<file path="src/assert_macros.svh">
// Assertion macros used by the top-level RTL file of the VCO lock sweep controller.
`ifndef ASSERT_MACROS_SVH
`define ASSERT_MACROS_SVH

// A property that must hold at every clock edge outside reset.
`define VLSC_ASSERT(label, prop, msg) \
	label: assert property (@(posedge clk) disable iff (!arst_n) (prop)) else $error(msg);

// A condition that must be followed by an expression on the next clock edge.
`define VLSC_ASSERT_NEXT(label, cond, expr, msg) \
	label: assert property (@(posedge clk) disable iff (!arst_n) (cond) |=> (expr)) \
		else $error(msg);

`endif

</file>
<file path="src/vlsc_pkg.sv">
// Types, constants and frame helpers of the VCO lock sweep controller.
`default_nettype none

package vlsc_pkg;

	localparam int SAMPLE_BITS = 10;
	localparam int BAND_STEPS  = 5;
	localparam int BIAS_TOP    = 15;

	localparam int SUM_BITS   = SAMPLE_BITS + 8;
	localparam int LEVEL_BITS = 19;
	localparam int CMP_BITS   = (SUM_BITS > LEVEL_BITS) ? SUM_BITS : LEVEL_BITS;

	localparam logic [9:0] SAMPLE_MASK = 10'((1 << SAMPLE_BITS) - 1);

	localparam logic [31:0] BAND_BASE_RESET = 32'd0;
	localparam logic [31:0] BIAS_BASE_RESET = 32'd0;
	localparam logic [9:0]  THRESH_RESET    = 10'd850;
	localparam logic [7:0]  SAMPLES_RESET   = 8'd100;
	localparam logic [LEVEL_BITS-1:0] LEVEL_RESET =
		LEVEL_BITS'((851) * 100);

	localparam logic [3:0] MUX_ANALOG_LOCK = 4'b0101;

	localparam int QUEUE_DEPTH = 4;
	localparam int QPTR_W      = 2;
	localparam int QCNT_W      = 3;

	typedef enum logic [1:0] {
		REG_BAND_BASE = 2'd0,
		REG_BIAS_BASE = 2'd1,
		REG_THRESHOLD = 2'd2,
		REG_SAMPLES   = 2'd3
	} reg_index_t;

	typedef enum logic {
		ACT_START  = 1'b0,
		ACT_SAMPLE = 1'b1
	} action_t;

	typedef enum logic [1:0] {
		KIND_FRAME  = 2'd0,
		KIND_LOCKED = 2'd1,
		KIND_FAILED = 2'd2
	} kind_t;

	typedef enum logic [1:0] {
		PH_IDLE   = 2'd0,
		PH_SWEEP  = 2'd1,
		PH_LOCKED = 2'd2,
		PH_FAILED = 2'd3
	} phase_t;

	typedef struct packed {
		logic       action;
		logic [9:0] sample;
	} in_item_t;

	typedef struct packed {
		logic [1:0]  kind;
		logic [31:0] frame;
		logic [2:0]  band_now;
		logic [3:0]  bias_now;
		logic        last;
	} out_item_t;

	typedef struct packed {
		logic [1:0] n;
		out_item_t  first;
		out_item_t  second;
	} push_t;

	function automatic logic [31:0] make_frame0(input logic [31:0] base,
		input logic [2:0] band);
		logic [31:0] w;
		w = base;
		w[1:0] = 2'b00;
		w[24:23] = band[1:0];
		return w;
	endfunction

	function automatic logic [31:0] make_frame3(input logic [31:0] base,
		input logic [3:0] bias, input logic amp_on);
		logic [31:0] w;
		w = base;
		w[1:0] = 2'b11;
		w[2] = 1'b1;
		w[3] = amp_on;
		w[14:11] = MUX_ANALOG_LOCK;
		w[19:16] = bias;
		return w;
	endfunction

endpackage

`default_nettype wire

</file>
<file path="src/vlsc_result_queue.sv">
// Four-entry result queue taking up to two results per cycle and giving one per cycle unless stalled.
`default_nettype none

module vlsc_result_queue (
	input  wire                   clk,
	input  wire                   arst_n,
	input  vlsc_pkg::push_t       push,
	output logic                  room,
	output logic                  result_valid,
	input  wire                   result_stall,
	output vlsc_pkg::out_item_t   result
);

	vlsc_pkg::out_item_t entry_q [vlsc_pkg::QUEUE_DEPTH];
	logic [vlsc_pkg::QPTR_W-1:0] wr_q;
	logic [vlsc_pkg::QPTR_W-1:0] rd_q;
	logic [vlsc_pkg::QCNT_W-1:0] cnt_q;
	logic pop;

	assign result_valid = (cnt_q != '0);
	assign result = entry_q[rd_q];
	assign pop = result_valid && !result_stall;
	assign room = (cnt_q <= vlsc_pkg::QCNT_W'(vlsc_pkg::QUEUE_DEPTH - 2));

	always_ff @(posedge clk or negedge arst_n) begin
		if (!arst_n) begin
			wr_q <= '0;
			rd_q <= '0;
			cnt_q <= '0;
		end else begin
			wr_q <= wr_q + vlsc_pkg::QPTR_W'(push.n);
			if (pop) begin
				rd_q <= rd_q + vlsc_pkg::QPTR_W'(1);
			end
			cnt_q <= cnt_q + vlsc_pkg::QCNT_W'(push.n) - vlsc_pkg::QCNT_W'(pop);
		end
	end

	always_ff @(posedge clk) begin
		if (push.n != 2'd0) begin
			entry_q[wr_q] <= push.first;
		end
		if (push.n == 2'd2) begin
			entry_q[wr_q + vlsc_pkg::QPTR_W'(1)] <= push.second;
		end
	end

endmodule

`default_nettype wire

</file>
<file path="src/vco_lock_sweep_controller_top.sv">
// Top level of the VCO lock sweep controller: input register, sweep logic and result queue.
//
// The block steps a synthesizer's VCO band and bias settings, averaging a set
// number of lock-detect samples at each, and issues the control frames and a
// final locked or failed report. An item is registered on acceptance and
// processed once the result queue has room, which then takes its results.
// One item is taken every clock while the result queue has room; items
// that cause results are paced by the result queue, which delivers one
// result per cycle unless the output is stalled, so a start or end-of-try
// item gives one or two results. The average check compares the
// running sum with a registered product of threshold plus one and the sample
// count, so no divider is needed.
`default_nettype none
`include "assert_macros.svh"

module vco_lock_sweep_controller_top (
	input  wire                   clk,
	input  wire                   arst_n,
	input  wire                   item_valid,
	output logic                  item_stall,
	input  vlsc_pkg::in_item_t    item,
	output logic                  result_valid,
	input  wire                   result_stall,
	output vlsc_pkg::out_item_t   result,
	input  wire                   cfg_valid,
	output logic                  cfg_ready,
	input  wire [1:0]             cfg_index,
	input  wire [31:0]            cfg_data
);

	logic [31:0] band_base_q;
	logic [31:0] bias_base_q;
	logic [9:0]  thresh_q;
	logic [7:0]  samples_q;
	logic [vlsc_pkg::LEVEL_BITS-1:0] level_q;

	logic                 valid_s1;
	vlsc_pkg::in_item_t   item_s1;

	vlsc_pkg::phase_t phase_q, phase_d;
	logic [2:0] band_q, band_d;
	logic [3:0] bias_q, bias_d;
	logic [7:0] tally_q, tally_d;
	logic [vlsc_pkg::SUM_BITS-1:0] sum_q, sum_d;

	logic [7:0]  count;
	logic [10:0] thresh_p1;
	logic [vlsc_pkg::LEVEL_BITS-1:0] level_d;
	logic [vlsc_pkg::SUM_BITS-1:0] sum_new;
	logic [7:0]  tally_new;
	logic        pass;
	logic        room;
	logic        proc;
	vlsc_pkg::push_t push;

	assign cfg_ready = 1'b1;
	assign proc = valid_s1 && room;
	assign item_stall = valid_s1 && !room;

	always_ff @(posedge clk or negedge arst_n) begin
		if (!arst_n) begin
			band_base_q <= vlsc_pkg::BAND_BASE_RESET;
			bias_base_q <= vlsc_pkg::BIAS_BASE_RESET;
			thresh_q <= vlsc_pkg::THRESH_RESET;
			samples_q <= vlsc_pkg::SAMPLES_RESET;
		end else if (cfg_valid && cfg_ready) begin
			case (vlsc_pkg::reg_index_t'(cfg_index))
				vlsc_pkg::REG_BAND_BASE: band_base_q <= cfg_data;
				vlsc_pkg::REG_BIAS_BASE: bias_base_q <= cfg_data;
				vlsc_pkg::REG_THRESHOLD: thresh_q <= cfg_data[9:0];
				vlsc_pkg::REG_SAMPLES: samples_q <= cfg_data[7:0];
				default: ;
			endcase
		end
	end

	assign count = (samples_q == 8'd0) ? 8'd1 : samples_q;
	assign thresh_p1 = {1'b0, thresh_q} + 11'd1;
	assign level_d = vlsc_pkg::LEVEL_BITS'(thresh_p1) * vlsc_pkg::LEVEL_BITS'(count);

	always_ff @(posedge clk or negedge arst_n) begin
		if (!arst_n) begin
			level_q <= vlsc_pkg::LEVEL_RESET;
		end else begin
			level_q <= level_d;
		end
	end

	always_ff @(posedge clk or negedge arst_n) begin
		if (!arst_n) begin
			valid_s1 <= 1'b0;
		end else begin
			valid_s1 <= (item_valid && !item_stall) || (valid_s1 && !proc);
		end
	end

	always_ff @(posedge clk) begin
		if (item_valid && !item_stall) begin
			item_s1 <= item;
		end
	end

	always_ff @(posedge clk or negedge arst_n) begin
		if (!arst_n) begin
			phase_q <= vlsc_pkg::PH_IDLE;
			band_q <= 3'd0;
			bias_q <= 4'd1;
			tally_q <= 8'd0;
			sum_q <= '0;
		end else begin
			phase_q <= phase_d;
			band_q <= band_d;
			bias_q <= bias_d;
			tally_q <= tally_d;
			sum_q <= sum_d;
		end
	end

	assign sum_new = sum_q
		+ vlsc_pkg::SUM_BITS'(item_s1.sample & vlsc_pkg::SAMPLE_MASK);
	assign tally_new = tally_q + 8'd1;
	assign pass = (vlsc_pkg::CMP_BITS'(sum_new) >= vlsc_pkg::CMP_BITS'(level_q));

	always_comb begin
		phase_d = phase_q;
		band_d = band_q;
		bias_d = bias_q;
		tally_d = tally_q;
		sum_d = sum_q;
		push = '0;
		if (proc) begin
			if (item_s1.action == vlsc_pkg::ACT_START) begin
				phase_d = vlsc_pkg::PH_SWEEP;
				band_d = 3'd0;
				bias_d = 4'd1;
				tally_d = 8'd0;
				sum_d = '0;
				push.n = 2'd2;
			end else if (phase_q == vlsc_pkg::PH_SWEEP) begin
				if (tally_new < count) begin
					tally_d = tally_new;
					sum_d = sum_new;
				end else begin
					tally_d = 8'd0;
					sum_d = '0;
					if (pass) begin
						phase_d = vlsc_pkg::PH_LOCKED;
						push.n = 2'd2;
					end else if (bias_q >= 4'(vlsc_pkg::BIAS_TOP)) begin
						if ({1'b0, band_q} + 4'd1 >= 4'(vlsc_pkg::BAND_STEPS)) begin
							phase_d = vlsc_pkg::PH_FAILED;
							push.n = 2'd1;
						end else begin
							band_d = band_q + 3'd1;
							bias_d = 4'd1;
							push.n = 2'd2;
						end
					end else begin
						bias_d = bias_q + 4'd1;
						push.n = 2'd2;
					end
				end
			end
		end

		push.first.band_now = band_d;
		push.first.bias_now = bias_d;
		push.second.band_now = band_d;
		push.second.bias_now = bias_d;
		case (phase_d)
			vlsc_pkg::PH_LOCKED: begin
				push.first.kind = vlsc_pkg::KIND_FRAME;
				push.first.frame = vlsc_pkg::make_frame3(bias_base_q, bias_d, 1'b1);
				push.first.last = 1'b0;
				push.second.kind = vlsc_pkg::KIND_LOCKED;
				push.second.frame = 32'd0;
				push.second.last = 1'b1;
			end
			vlsc_pkg::PH_FAILED: begin
				push.first.kind = vlsc_pkg::KIND_FAILED;
				push.first.frame = 32'd0;
				push.first.last = 1'b1;
				push.second.kind = vlsc_pkg::KIND_FAILED;
				push.second.frame = 32'd0;
				push.second.last = 1'b1;
			end
			default: begin
				push.first.kind = vlsc_pkg::KIND_FRAME;
				push.first.frame = vlsc_pkg::make_frame0(band_base_q, band_d);
				push.first.last = 1'b0;
				push.second.kind = vlsc_pkg::KIND_FRAME;
				push.second.frame = vlsc_pkg::make_frame3(bias_base_q, bias_d, 1'b0);
				push.second.last = 1'b1;
			end
		endcase
	end

	vlsc_result_queue u_queue (
		.clk          (clk),
		.arst_n       (arst_n),
		.push         (push),
		.room         (room),
		.result_valid (result_valid),
		.result_stall (result_stall),
		.result       (result)
	);

	`VLSC_ASSERT(a_idle_setting, (phase_q != vlsc_pkg::PH_IDLE) || (band_q == 3'd0 && bias_q == 4'd1 && tally_q == 8'd0 && sum_q == '0), "Idle phase holds a non-initial sweep setting.")
	`VLSC_ASSERT(a_bias_range, bias_q >= 4'd1 && bias_q <= 4'(vlsc_pkg::BIAS_TOP), "Bias step left its range.")
	`VLSC_ASSERT_NEXT(a_start_clears, proc && item_s1.action == vlsc_pkg::ACT_START, phase_q == vlsc_pkg::PH_SWEEP && tally_q == 8'd0 && sum_q == '0, "Start did not restart the sweep.")
	`VLSC_ASSERT_NEXT(a_ignored_sample, proc && item_s1.action == vlsc_pkg::ACT_SAMPLE && phase_q != vlsc_pkg::PH_SWEEP, $stable(sum_q) && $stable(phase_q), "Sample outside a sweep changed the state.")

endmodule

`default_nettype wire
</file>
<file path="config.mk">
export PLATFORM = sky130hd
export DESIGN_NAME = vco_lock_sweep_controller_top
export DESIGN_NICKNAME = d
export VERILOG_FILES = /design/src/vlsc_pkg.sv /design/src/vlsc_result_queue.sv /design/src/vco_lock_sweep_controller_top.sv
export VERILOG_INCLUDE_DIRS = /design/src /design/src/src
export SDC_FILE = /design/constraint.sdc
export NUM_CORES = 1
export LEC_CHECK = 0
export BUFFER_PORTS_ARGS = -buffer_cell sky130_fd_sc_hd__buf_2
export CORE_MARGIN = 2
export CORE_UTILIZATION = 45
export CTS_BUF_LIST = sky130_fd_sc_hd__clkbuf_8
export CTS_CLUSTER_SIZE = 16
export DETAILED_ROUTE_END_ITERATION = 6
export GPL_TIMING_DRIVEN = 0
export PLACE_DENSITY = 0.71
export SETUP_SLACK_MARGIN = 0.5
export SYNTH_ARGS = -nofsm -noshare
export SYNTH_HDL_FRONTEND = slang
export SYNTH_SLANG_ARGS = --single-unit
</file>
<file path="constraint.sdc">
create_clock -name clk -period 7.8 [get_ports clk]
set_clock_uncertainty 0.2 [all_clocks]
set_input_delay 1.56 -clock clk [delete_from_list [all_inputs] [get_ports clk]]
set_output_delay 1.56 -clock clk [all_outputs]
set_load 0.005 [all_outputs]
</file>
After elaboration in Yosys (flattened, before gate mapping) --
Memories as Yosys holds them, arrays and structs flattened. Cells that the tools add are included.
Storage, ports and cells: register bits after elaboration 155, bits in writable memories 168, memories 1
Operators by class: $add $sub $neg 11, $mul 1, order comparisons 5, equality and inequality tests 8, multiplexer cells 41, reductions and logical operators 19
Memory list:
- u_queue.entry_q | depth 4, bits a word 42, read ports 1, clocked after memory_dff 0, write ports 2, RTL line vlsc_result_queue.sv:14 | vlsc_pkg::out_item_t entry_q [vlsc_pkg::QUEUE_DEPTH];
Operators by type and width (number):
- $pmux 35 s2 | 1
- $pmux 34 s2 | 1
- $mux 18 | 3
- $mux 8 | 4
- $mux 2 | 14
- $mux 4 | 7
- $mux 3 | 7
- $ge 18x19->1 | 1
- $mul 11x8->19 | 1
- $add 18x10->18 | 1
- $add 10x1->11 const B | 1
- $eq 2x2->1 const B | 5
- $reduce_and 2->1 | 5
- $add 8x1->8 const B | 1
- $logic_not 8->1 | 1
- $lt 8x8->1 | 1
- $logic_and 1x1->1 | 5
- $add 2x1->2 const B | 2
- $add 3x1->4 const B | 1
- $add 4x1->4 const B | 1
- $eq 2x1->1 const B | 2
- $ge 4x3->1 const B | 1
- $ge 4x4->1 const B | 1
- $logic_not 1->1 | 4
- other kinds (11) | 14

Longest topological paths before layout --
word-level depth 12, depth in mapped cells 24, depth with buffers taken out 23

Modules after synthesis --
A second synthesis with hierarchy kept.
Second synthesis, totals: cells, all modules 1408, area total of the unflattened synthesis 18610.3 µm²
Modules (own cells, without submodules):
- vco_lock_sweep_controller_top | instances 1, cells each 957, area each 9805.7 µm², sequential area each 3379.5 µm²
- vlsc_result_queue | instances 1, cells each 451, area each 8804.7 µm², sequential area each 5220.0 µm²

Worst setup path before layout --
OpenSTA, ideal clock, no wires.
path type reg-to-reg, start point register thresh_q[4], end point register level_q[18] (netlist name), library setup time 0.080 ns, data arrival time 4.991 ns, required time 7.520 ns, setup slack 2.529 ns, cell stages (with the launch flop) 19, path buffers 0, clock period less this slack 5.271 ns, path through dfstp_2 -> and3_1 -> and3_1 -> nand3_1 -> nor2_1 -> xor2_1 -> nand2_1 -> fa_1 -> inv_1 -> fa_1 -> fa_1 -> fa_1 -> ha_1 -> or3_1 -> a211o_1 -> nand2_1 -> o2111ai_1 -> a21oi_1 -> xnor2_1
Between the ends: word-level cells in the longest chain between the ends 2
Ends and longest elaborated chain:
- start: declaration | RTL line vco_lock_sweep_controller_top.sv:33 | logic [9:0] thresh_q;
- start signal: assignment | RTL line vco_lock_sweep_controller_top.sv:64 | thresh_q <= vlsc_pkg::THRESH_RESET;
- start signal: assignment | RTL line vco_lock_sweep_controller_top.sv:70 | vlsc_pkg::REG_THRESHOLD: thresh_q <= cfg_data[9:0];
- $add 10x1->11 | RTL line vco_lock_sweep_controller_top.sv:78 | assign thresh_p1 = {1'b0, thresh_q} + 11'd1;
- $mul 11x8->19 | RTL line vco_lock_sweep_controller_top.sv:79 | assign level_d = vlsc_pkg::LEVEL_BITS'(thresh_p1) * vlsc_pkg::LEVEL_BITS'(count);
- net level_d (one bit) | RTL line vco_lock_sweep_controller_top.sv:48 | logic [vlsc_pkg::LEVEL_BITS-1:0] level_d;
- end signal: assignment | RTL line vco_lock_sweep_controller_top.sv:83 | level_q <= vlsc_pkg::LEVEL_RESET;
- end signal: assignment | RTL line vco_lock_sweep_controller_top.sv:85 | level_q <= level_d;
- end: declaration | RTL line vco_lock_sweep_controller_top.sv:35 | logic [vlsc_pkg::LEVEL_BITS-1:0] level_q;
The timed path passes the listed nets, and every way through them passes these cells. A chain may end at the register's enable or synchronous reset.

==> results.tsv <==
metric	value	unit
outcome	finished, final reports clean	
fmax	168	MHz
crit_path_max_fanout	10	
cts_tree	yes	
yosys_warnings	0	
cts_made_buffers	51	
ys_seq_area_share	49.3	%
hold_viol_final	0	
wl	39700	um
ys_ff_latch	303	
max_slew_margin	31.1	%
layout.cells.non_filler	2023	
path_buf_inv	5	
cp_cell_sequence	ha_1 > inv_1 > fa_1 > nor2b_1 > o21ai_0 > a21boi_0 > o21ai_0 > a211oi_1 > nand2b_1 > nand2_1 > xnor2_1 > ha_1 > and4_1 > a21oi_1 > nor2_1 > or3_1 > clkbuf_1 > o211ai_1 > a21o_1 > buf_4 > inv_2 > nor2_2 > clkbuf_1 > a22o_1	
nFillCells	3115	
holdPathStages	1	
fp-row-count	70	
maxSlewViolCount	0	
io_pins	95	
synthesis.area	0.0169	mm2
setup_tns	0	ps
ys.flop_type	edfxtp_1	
cts-root-buf	clkbuf_8	
rsz0062_at_grt	false	
ir_drop	0.305	mV
ff2ff_setup_slack	1860	ps
post_drt_via_cell_ratio	5.67	
grt-ovfl-total	0	
min_period_over_period	76.2	%
final_cell_mix	159 x edfxtp_1, 136 x inv_1, 114 x a22o_1	
grt_pass1_vias	11700	
drc	0	
timing.rr.start	sum_q[0]	
h-tree-depth	2	
drtAntennaViolNets	0	
ctsResizeCount	0	
io_buffer_count	93	
setup_viol	0	
cp-end-kind	flop	
first_pass_iters	5	
seq_area	0.00832	mm2
worst_hold_slack	265	ps
synth_enable_flop_cells	159	
worstHoldStart	u_queue.entry_q[0][0]	
initialDrtViolationCount	804	
path_clk_slew	60	ps
wire_per_inst	19.6	um
cts_setup_buffers	0	
r2r_end	u_queue.entry_q[1][39]	
crit_family	compound AO/OA/AOI/OAI gates	
critPathArrivalTime	6200	ps
place_area	0.0180	mm2
holdPathEnd	u_queue.entry_q[0][0]	
slowest_delay	610	ps
path_class	flop to flop	
pre_cts_ws	1920	ps
async_flop_share	42.2	%
place.gp.congestion	0.871	
clock-sinks	303	
p_leak	8.11	nW
final_common_cell	edfxtp_1	
grt_max_degree	94	
core_area	0.0368	mm2
dp.cells	1927	
die_x	198	um
cts.path.max_buffers	3	
antenna_cells	0	
synthCells	1361	
crit_slowest_cell	clkbuf_1	
die_area	0.0391	mm2
syn_area_per_cell	12.4	um2
grt_pass1_wl	62500	um
finalNetCount	1701	
crit_required	8060	ps
fin_area	0.0191	mm2
dp.final_hpwl	28100	um
clk_latency	610	ps
worst_slack	1860	ps
fin_crit	5940	ps
crit_path_start_kind	flop	
pwr_density_cell	401	mW/mm2
antenna_found_initial	0	
worst_slew_pin_slew	1030	ps
area_growth	13.0	%
start_util	45.9	%
synth.distinct_cells	72	
drive_above_1_share	21.5	%
multi_input_area	0.00780	mm2
synth_fp_nets	1550	
track_usage	20.6	%
postCtsHoldBufs	0	
fp.dieH	198	um
worstRegToRegCells	24	
vias	11500	
min_path_type	flop to flop	
cap_viol_max_count	0	
-- per-layer routing --
layer	GRT usage (%)	wire, um
met3	2.85	2550
met1	27.3	16800
met4	7.13	1000
met5	0	0
met2	34.7	19300
-- power breakdown --
part / total [mW] / switching, mW / internal (mW)
combinational: 3.91 / 2.19 / 1.72
sequential: 2.32 / 0.177 / 2.14
clock: 1.41 / 0.661 / 0.744
total: 7.64 / 3.03 / 4.61
-- synthesized netlist by cell type, types with 3 or more instances --
cell type | n | area share, %
buf_1 | 6 | 0.13
buf_4 | 3 | 0.13
mux4_2 | 41 | 5.5
buf_2 | 14 | 0.42
o31ai_1 | 6 | 0.27
edfxtp_1 | 159 | 28
and3_1 | 9 | 0.33
inv_2 | 7 | 0.16
o21bai_1 | 4 | 0.18
nand3_1 | 24 | 0.71
nand2_1 | 88 | 2.0
and2_1 | 35 | 1.3
a211oi_1 | 12 | 0.53
nor2_1 | 76 | 1.7
clkbuf_1 | 32 | 0.71
ha_1 | 83 | 6.2
a41o_1 | 3 | 0.18
dfxtp_1 | 16 | 1.9
or3_1 | 6 | 0.22
inv_1 | 123 | 2.7
a21o_1 | 12 | 0.53
a21oi_1 | 39 | 1.2
o21ai_0 | 34 | 1.0
dfrtp_1 | 111 | 16
mux2_2 | 65 | 4.3
xnor2_1 | 38 | 2.0
o21a_1 | 5 | 0.22
a31oi_1 | 7 | 0.26
fa_1 | 56 | 6.6
a211o_1 | 4 | 0.21
o2bb2ai_1 | 8 | 0.42
nor3_1 | 15 | 0.44
dfstp_2 | 17 | 2.6
nand2b_1 | 16 | 0.59
xor2_1 | 11 | 0.57
a22o_1 | 114 | 5.9
nor2b_1 | 10 | 0.37
-- flip-flops by register name, indices dropped and copies added, names as in the netlist --
signal / flops
u_queue.entry_q: 164
band_base_q: 28
sum_q: 18
phase_q: 2
u_queue.wr_q: 2
level_q: 19
samples_q: 8
bias_q: 4
bias_base_q: 20
u_queue.rd_q: 2
thresh_q: 10
band_q: 3
item_s1: 11
u_queue.cnt_q: 3
tally_q: 8
valid_s1: 1
-- logic make-up (layout without fill, tap and decap cells) --
group                      after synthesis  after routing  share of synthesized area (%)
xor gates and xnor gates                49             49                           2.54
DFF                                    303            303                           49.3
adders and majority gates              139            139                           12.8
AOI/OAI and AO/OA                      277            277                           12.5
and+or+nand+nor                        296            296                           8.42
buffers and inverters                  188            382                           4.44
muxes                                  108            108                           9.93
other                                    1              1                         0.0222
-- worst max-delay path by stage --
stage | start | to | slack, ps | depth (start not counted)
finish | sum_q[0] | u_queue.entry_q[1][39] | 1860 | 24
global route | sum_q[0] | u_queue.entry_q[1][39] | 1280 | 24
CTS | thresh_q[4] | level_q[18] | 1890 | 18
detailed placement | thresh_q[4] | level_q[18] | 1920 | 18
global placement | item_s1[0] | u_queue.entry_q[1][28] | 1440 | 19
floorplan | thresh_q[4] | level_q[18] | 2530 | 18
-- final cells by class --
type / instances / share of cell area, %
Sequential cell: 303 / 43.6
Multi-Input combinational cell: 870 / 40.9
Tap cell: 468 / 3.07
Clock buffer: 57 / 4.12
Clock inverter: 39 / 1.25
Buffer: 57 / 1.35
Inverter: 131 / 2.58
Timing Repair Buffer: 98 / 3.04
-- through the flow --
step,power [mW],utilization (%)
2_1_floorplan,5.21,-
5_1_grt,8.23,51.8
6_report,7.64,51.8
4_1_cts,7.69,51.8
3_3_place_gp,6.11,48.7
3_5_place_dp,6.27,49.0
No activity file was read; power rests on OpenSTA's default activity.
